$ cat config.mk
export PLATFORM = sky130hd
export DESIGN_NAME = awmd_fifo
export DESIGN_NICKNAME = d
export VERILOG_FILES = /design/src/rtl/core/awmd_pkg.sv /design/src/rtl/core/awmd_fifo.sv
export SDC_FILE = /design/constraint.sdc
export NUM_CORES = 1
export LEC_CHECK = 0
export ABC_CLOCK_PERIOD_IN_PS = 13650
export BUFFER_PORTS_ARGS = -buffer_cell sky130_fd_sc_hd__clkbuf_2
export CAP_MARGIN = 10
export CORE_ASPECT_RATIO = 0.8
export CORE_MARGIN = 5
export CORE_UTILIZATION = 40
export CTS_CLUSTER_DIAMETER = 100
export DETAILED_ROUTE_END_ITERATION = 10
export SLEW_MARGIN = 25
export SYNTH_ARGS = -nofsm -noshare
export SYNTH_HDL_FRONTEND = slang
export SYNTH_SLANG_ARGS = --single-unit
$ cat constraint.sdc
create_clock -name clk_i -period 13.65 [get_ports clk_i]
set_input_delay 2.73 -clock clk_i [delete_from_list [all_inputs] [get_ports clk_i]]
set_output_delay 2.73 -clock clk_i [all_outputs]
set_load 0.01 [all_outputs]
$ cat src/rtl/core/awmd_pkg.sv
`timescale 1ns / 1ps

package awmd_pkg;

  localparam int unsigned LinearFracDef = 16;
  localparam int unsigned QBits         = 30;
  localparam int unsigned FifoDepthDef  = 2;

  // Fixed item fields: divisor is at most 2*4*255, alpha sum at most 4*255.
  localparam int unsigned DenW  = 11;
  localparam int unsigned AsumW = 10;

  // Decode divisors for fractions over 510.
  localparam logic [63:0] LinSegDiv = 64'd1292 * 64'd510;
  localparam logic [63:0] PowSegDiv = 64'd1055 * 64'd510;

  typedef logic [31:0] word_tab_t [256];

  function automatic int unsigned num_width(int unsigned lf);
    return lf + 11;
  endfunction

  function automatic int unsigned item_width(int unsigned lf);
    return 3 * num_width(lf) + DenW + 8 + 1;
  endfunction

  // Restoring division, one quotient bit per step.
  function automatic logic [63:0] udiv64(logic [63:0] n, logic [63:0] d);
    logic [63:0] q;
    logic [63:0] r;
    q = '0;
    r = '0;
    for (int i = 63; i >= 0; i--) begin
      r = {r[62:0], n[i]};
      if (r >= d) begin
        r    = r - d;
        q[i] = 1'b1;
      end
    end
    return q;
  endfunction

  function automatic logic [63:0] mulq(logic [63:0] a, logic [63:0] b);
    return (a * b + (64'd1 << (QBits - 1))) >> QBits;
  endfunction

  function automatic logic [63:0] pow5q(logic [63:0] y);
    logic [63:0] y2;
    logic [63:0] y4;
    y2 = mulq(y, y);
    y4 = mulq(y2, y2);
    return mulq(y4, y);
  endfunction

  function automatic logic [63:0] root5q(logic [63:0] x);
    logic [63:0] lo;
    logic [63:0] hi;
    logic [63:0] mid;
    lo = 64'd0;
    hi = 64'd1 << QBits;
    for (int it = 0; it < 40; it++) begin
      if (lo < hi) begin
        mid = lo + ((hi - lo + 64'd1) >> 1);
        if (pow5q(mid) <= x) lo = mid;
        else hi = mid - 64'd1;
      end
    end
    return lo;
  endfunction

  // sRGB decode of n/510 in Q30; a byte b is decoded as 2b/510.
  function automatic logic [63:0] dec510(logic [63:0] n);
    logic [63:0] t;
    logic [63:0] t2;
    if (100000 * n <= 64'd4045 * 510) begin
      return udiv64((100 * n << QBits) + 64'd646 * 510, LinSegDiv);
    end
    t  = udiv64(((1000 * n + 64'd55 * 510) << QBits) + 64'd269025, PowSegDiv);
    t2 = mulq(t, t);
    return mulq(t2, root5q(t2));
  endfunction

  function automatic word_tab_t build_lin(int unsigned lf);
    word_tab_t   tab;
    logic [63:0] q;
    int unsigned s;
    s = QBits - lf;
    for (int b = 0; b < 256; b++) begin
      q      = dec510(64'(2 * b));
      tab[b] = 32'((q + (64'd1 << (s - 1))) >> s);
    end
    return tab;
  endfunction

  function automatic word_tab_t build_thr();
    word_tab_t tab;
    tab[0] = 32'd0;
    for (int k = 1; k < 256; k++) begin
      tab[k] = 32'(dec510(64'(2 * k - 1)));
    end
    return tab;
  endfunction

  // Encode thresholds in Q30: byte k is chosen once the mean reaches entry k.
  localparam word_tab_t ThrTab = build_thr();

endpackage

$ cat src/rtl/core/awmd_fifo.sv
`timescale 1ns / 1ps

module awmd_fifo import awmd_pkg::*; #(
  parameter int unsigned DataW = item_width(LinearFracDef),
  parameter int unsigned Depth = FifoDepthDef
) (
  input  logic             clk_i,
  input  logic             rst_ni,
  input  logic             wr_valid_i,
  output logic             wr_ready_o,
  input  logic [DataW-1:0] wr_data_i,
  output logic             rd_valid_o,
  input  logic             rd_ready_i,
  output logic [DataW-1:0] rd_data_o
);

  localparam int unsigned PtrW = (Depth > 1) ? $clog2(Depth) : 1;
  localparam int unsigned CntW = $clog2(Depth + 1);

  logic [DataW-1:0] mem_q [Depth];
  logic [PtrW-1:0]  wr_ptr_q, wr_ptr_d, rd_ptr_q, rd_ptr_d;
  logic [CntW-1:0]  cnt_q, cnt_d;
  logic             push, pop;

  assign wr_ready_o = (cnt_q != CntW'(Depth));
  assign rd_valid_o = (cnt_q != '0);
  assign rd_data_o  = mem_q[rd_ptr_q];
  assign push       = wr_valid_i && wr_ready_o;
  assign pop        = rd_valid_o && rd_ready_i;

  always_comb begin
    wr_ptr_d = wr_ptr_q;
    rd_ptr_d = rd_ptr_q;
    if (push) wr_ptr_d = (wr_ptr_q == PtrW'(Depth - 1)) ? '0 : PtrW'(wr_ptr_q + 1'b1);
    if (pop)  rd_ptr_d = (rd_ptr_q == PtrW'(Depth - 1)) ? '0 : PtrW'(rd_ptr_q + 1'b1);
    cnt_d = CntW'(cnt_q + CntW'(push) - CntW'(pop));
  end

  always_ff @(posedge clk_i or negedge rst_ni) begin
    if (!rst_ni) begin
      wr_ptr_q <= '0;
      rd_ptr_q <= '0;
      cnt_q    <= '0;
    end else begin
      wr_ptr_q <= wr_ptr_d;
      rd_ptr_q <= rd_ptr_d;
      cnt_q    <= cnt_d;
    end
  end

  always_ff @(posedge clk_i) begin
    if (push) mem_q[wr_ptr_q] <= wr_data_i;
  end

`ifndef SYNTHESIS
  a_cnt_bound : assert property (@(posedge clk_i) disable iff (!rst_ni)
    cnt_q <= CntW'(Depth))
    else $error("fifo count beyond depth");
  a_cnt_track : assert property (@(posedge clk_i) disable iff (!rst_ni)
    (push && !pop) |=> (cnt_q == CntW'($past(cnt_q) + 1'b1)))
    else $error("fifo count missed a push");
`endif

endmodule

* After elaboration in Yosys (flattened, before gate mapping)
Memory sizes are Yosys's and may differ from the RTL's.
Index checks and enable logic that the tools add are counted.
** Cells by class
- Multiplexer cells :: 4
- Reductions and logical operators :: 3
- Equal/unequal tests :: 1
- Add/subtract/negate cells :: 4
** Operators by type and width (count)
- 1-bit two-way mux :: 4
- 1-bit adder, second input constant :: 2
- 2-bit by 1-bit adder with 2-bit output :: 1
- 1-bit logical AND :: 2
- 2-bit != test, second input constant :: 1
- 2-bit nonzero test :: 1
- 2-bit by 1-bit subtractor with 2-bit output :: 1
** Word-level totals
- Logic and storage cells :: 16
- Register bits :: 4
- Memories :: 1
- Output and inout bits :: 103
- Memory bits (writable) :: 202
** Memories
- mem_q :: words 2, bits a word 101, read ports 1, clocked after memory_dff 0, write ports 1, RTL line awmd_fifo.sv:20 : logic [DataW-1:0] mem_q [Depth];

* Logic depth before layout (Yosys ltp)
- Word-level depth :: 4
- Gate-level depth with buffers :: 5
- Mapped depth without buffers :: 5

* Worst setup path after synthesis
No wires, ideal clock.
- Path kind :: input-to-reg
- Start point :: input port wr_valid_i
- End point :: memory mem_q[0][0] (netlist bit) (enable)
- Buffers on the path :: 0
- Library setup time :: 561 ps
- Setup slack :: 6079 ps
- Arrival :: 7010 ps
- Stages on the path :: 2
- Cells stage by stage :: nand2_1 nor2_1
** Between the ends
- Longest elaborated chain between the ends :: 3
** RTL lines
- start, declared :: RTL line awmd_fifo.sv:9 : input logic wr_valid_i,
- 1-bit logical AND :: RTL line awmd_fifo.sv:28 : assign push = wr_valid_i && wr_ready_o;
- 1-bit two-way mux :: RTL line awmd_fifo.sv:52 : if (push) mem_q[wr_ptr_q] <= wr_data_i;
- 1-bit two-way mux (not written as such) :: RTL line awmd_fifo.sv:52
- end, declared :: RTL line awmd_fifo.sv:20
Every way passes these cells.

* Final worst setup path
- Start point :: register rd_ptr_q
- End point :: output port rd_data_o[91]
** Between the ends
- Longest elaborated chain between the ends :: 1
** RTL lines
- start, declared :: RTL line awmd_fifo.sv:21 : logic [PtrW-1:0] wr_ptr_q, wr_ptr_d, rd_ptr_q, rd_ptr_d;
- start signal, assigned :: RTL line awmd_fifo.sv:46 : rd_ptr_q <= rd_ptr_d;
- memory read 2 x 101 bit
- end, declared :: RTL line awmd_fifo.sv:14 : output logic [DataW-1:0] rd_data_o
Every way passes these cells.

==> PnR_summary.wiki <==
{| class="wikitable"
! Metric !! Value
|-
| Register-to-register setup slack || 11200 ps
|-
| CP Class || reg -> out
|-
| Required time of the critical path || 10920 ps
|-
| Antenna-violating nets left || 0
|-
| Post-synthesis async set-or-reset flop share || 1.94%
|-
| Top cell type by total area after synthesis || edfxtp_1
|-
| Number of nets in the synthesized netlist || 442
|-
| Worst flop-to-flop path startpoint || cnt_q[0]
|-
| Number of library cell types mapped by synthesis || 20
|-
| Placed insts || 794
|-
| Post-synthesis average cell area || 23.3 um2
|-
| CTS-repair resized insts || 0
|-
| Buffers inserted by post-CTS timing repair || 0
|-
| Sequential element share of the synthesized area || 78.7%
|-
| Reg2Reg Capture Point || mem_q[1][71]
|-
| Min Tclk post-route || 5430 ps
|-
| Critical path startpoint || rd_ptr_q
|-
| Critical path endpoint category || output port
|-
| Routed WL per cell || 17.7 um
|-
| Layout overhead on the synthesized area || 25.5%
|-
| Via density per instance || 4.60
|-
| Hold-critical path endpoint || wr_ptr_q
|-
| DR vias || 3836
|-
| Met2 Routed Length || 6760 um
|-
| Effective utilization at floorplan || 41.0%
|-
| Detailed Route WL || 14700 um
|-
| Wire length of the first global-routing pass || 22400 um
|-
| Weighted congestion reported at the end of routability-driven placement || 0.728
|-
| Synthesis Warnings || 0
|-
| Hold buffers post-CTS || 0
|-
| Worst Hold Path Cells || 1
|-
| Final-stage net count || 666
|-
| Worst vdd ir || 0.107 mV
|-
| Cell types with the largest area share after synthesis || edfxtp_1 (77%), mux2_4 (15%), mux2_2 (3.0%), dfrtp_1 (1.3%), buf_6 (1.2%)
|-
| Number of enable flip-flop cells after synthesis || 202
|-
| Type of the tightest min-delay check || reg -> reg
|-
| CTS buffer count || 22
|-
| Leak || 3.93 nW
|-
| Worst stage delay on the critical path || 880 ps
|-
| Clock-pin slew of the registers on the worst-case setup and hold paths || 60 ps
|-
| Most frequent cells after synthesis || edfxtp_1 (202), mux2_4 (80), mux2_2 (21)
|-
| Relative max-transition margin || 44.1%
|-
| Post-route DRC violation count || 0
|-
| Metal3 WL || 1320 um
|-
| Core Rows || 45
|-
| PD cells || 217 mW/mm2
|-
| Cell family with the largest share of critical-path delay || flip-flops
|-
| Total global routing overflow || 0
|-
| Run status || finished clean
|-
| Count of clock tree sinks || 206
|-
| CTS tree || yes
|-
| Final setup viols || 0
|-
| Final std cell area, no fill || 0.00982 mm2
|-
| Predominant post-synthesis flop cell || edfxtp_1
|-
| Starting DRT DRC Count || 136
|-
| Post-place instance area || 0.00913 mm2
|-
| Max-cap violations || 0
|-
| Number of global-route vias before repair || 4143
|-
| Start point of the worst min-delay path || wr_ptr_q
|-
| Fillers || 1579
|-
| Clock tree root driver cell || clkbuf_16
|-
| Critical path data arrival time || 2700 ps
|-
| Buffers on Ports || 207
|-
| Cell at the slowest stage of the critical path || dfrtp_4
|-
| Final-report hold violation count || 0
|-
| Post-synthesis instance total || 336
|-
| Die boundary height || 135 um
|-
| Worst-margin pin slew || 839 ps
|-
| WL met1 || 6370 um
|-
| Drt pass-1 iters || 4
|-
| Top routing layer used || met4
|-
| Share of cells above drive strength 1 || 59.9%
|-
| Startpoint types || flip-flop
|-
| Buffers plus inverters on the worst setup path || 2
|-
| Area used by multi-input combinational logic || 0.00157 mm2
|-
| Final cycle utilization of the critical path || 39.8%
|-
| Accumulated negative setup slack || 0 ps
|-
| Number of pins exceeding their max-slew limit in the final report || 0
|-
| Post-placement worst setup slack || 8690 ps
|-
| Sequential cell area || 0.00617 mm2
|-
| Clock Skews || 6.05 ps
|-
| Overall die width || 166 um
|-
| Depth of the most critical reg-to-reg path || 3
|-
| Clock latency on the worst-skew pair || 480 ps
|-
| Final setup margin || 8220 ps
|-
| Synthesized flop and latch total || 206
|-
| Fraction of post-synthesis cell area in the top cell type by area || 77.5%
|-
| Initial antenna violation count || 0
|-
| Most repeated cell in the gate-level netlist after synthesis || edfxtp_1
|-
| Die footprint || 0.0225 mm2
|-
| Core Footprint || 0.0191 mm2
|-
| Global-route usage over all layers || 12.4%
|-
| H-Tree Depth || 1
|-
| Pin count of the biggest net entering global routing || 62
|-
| Clock Path Buffers || 3
|-
| Utilization of the core after routing || 51.5%
|-
| Number of diodes added for antenna fixing || 0
|-
| RSZ-0062 raised after global routing || false
|-
| Post-synth design cell area || 0.00783 mm2
|-
| Number of cells in the finished layout apart from fillers || 834
|-
| Cell breakdown of the critical path || buf_6 > mux2_2 > clkbuf_2
|-
| Peak clock frequency supported by timing || 184 MHz
|-
| Top-Level Pins || 208
|-
| Largest fanout on the critical path || 61
|}
## worst max-delay path by stage
| stage | to | cells after the start |
|---|---|---|
| after floorplan | mem_q[0][0] | 2 |
| after global placement | rd_data_o[90] | 3 |
| after detailed placement | rd_data_o[91] | 3 |
| after CTS | rd_data_o[91] | 3 |
| after global routing | rd_data_o[91] | 3 |
| final | rd_data_o[91] | 3 |
## report_power, final
| group | switching (mW) | internal (mW) | total (mW) |
|---|---|---|---|
| Combinational | 0.318 | 0.325 | 0.643 |
| Sequential | 0.0642 | 0.866 | 0.930 |
| Clock | 0.220 | 0.338 | 0.557 |
## flip-flops by register name, summed over array words and instances (netlist names)
signal,count
cnt_q,2
mem_q,202
rd_ptr_q,1
wr_ptr_q,1
## area by class of cell
class / count / area share, %
timing repair buffer: 211 / 10.9
multi-input combinational: 119 / 16.0
sequential: 206 / 62.8
clock inverter: 8 / 0.637
tap: 258 / 3.29
clock buffer: 32 / 6.41
## per-layer routing
layer / up-vias / GRT usage, %
met1: 1882 / 16.2
met2: 152 / 19.9
li1: 1783 / -
met3: 19 / 5.08
met4: 0 / 2.73
met5: - / 0
## through the flow
| stage | power (mW) | hold slack [ps] |
|---|---|---|
| floorplan | 1.40 | 460 |
| global placement | 1.59 | 539 |
| detailed placement | 1.61 | 547 |
| CTS | 2.17 | 560 |
| global route | 2.24 | 580 |
| finish | 2.13 | 555 |
## logic make-up (layout without fill, tap and decap cells)
kind of cell / count (synthesis) / count (layout) / share of synthesized area (%)
mux: 101 / 101 / 18.4
simple gates: 10 / 10 / 0.623
flops: 206 / 206 / 78.7
xor+xnor: 3 / 3 / 0.336
compound gates: 4 / 4 / 0.399
fa+ha+maj: 1 / 1 / 0.160
buf+inv: 11 / 251 / 1.37
## cell usage in the layout, fill, tap and decap left out, types with 2 or more instances in the layout
| cell | count |
|---|---|
| nor2_1 | 2 |
| nand2_1 | 2 |
| buf_4 | 3 |
| edfxtp_1 | 202 |
| clkinv_1 | 4 |
| clkinv_2 | 2 |
| dfrtp_1 | 3 |
| xnor2_1 | 3 |
| clkbuf_2 | 207 |
| mux2_4 | 80 |
| clkbuf_1 | 7 |
| mux2_2 | 21 |
| clkbuf_16 | 23 |
| clkbuf_8 | 2 |
Power figures use the tool's default switching activity.
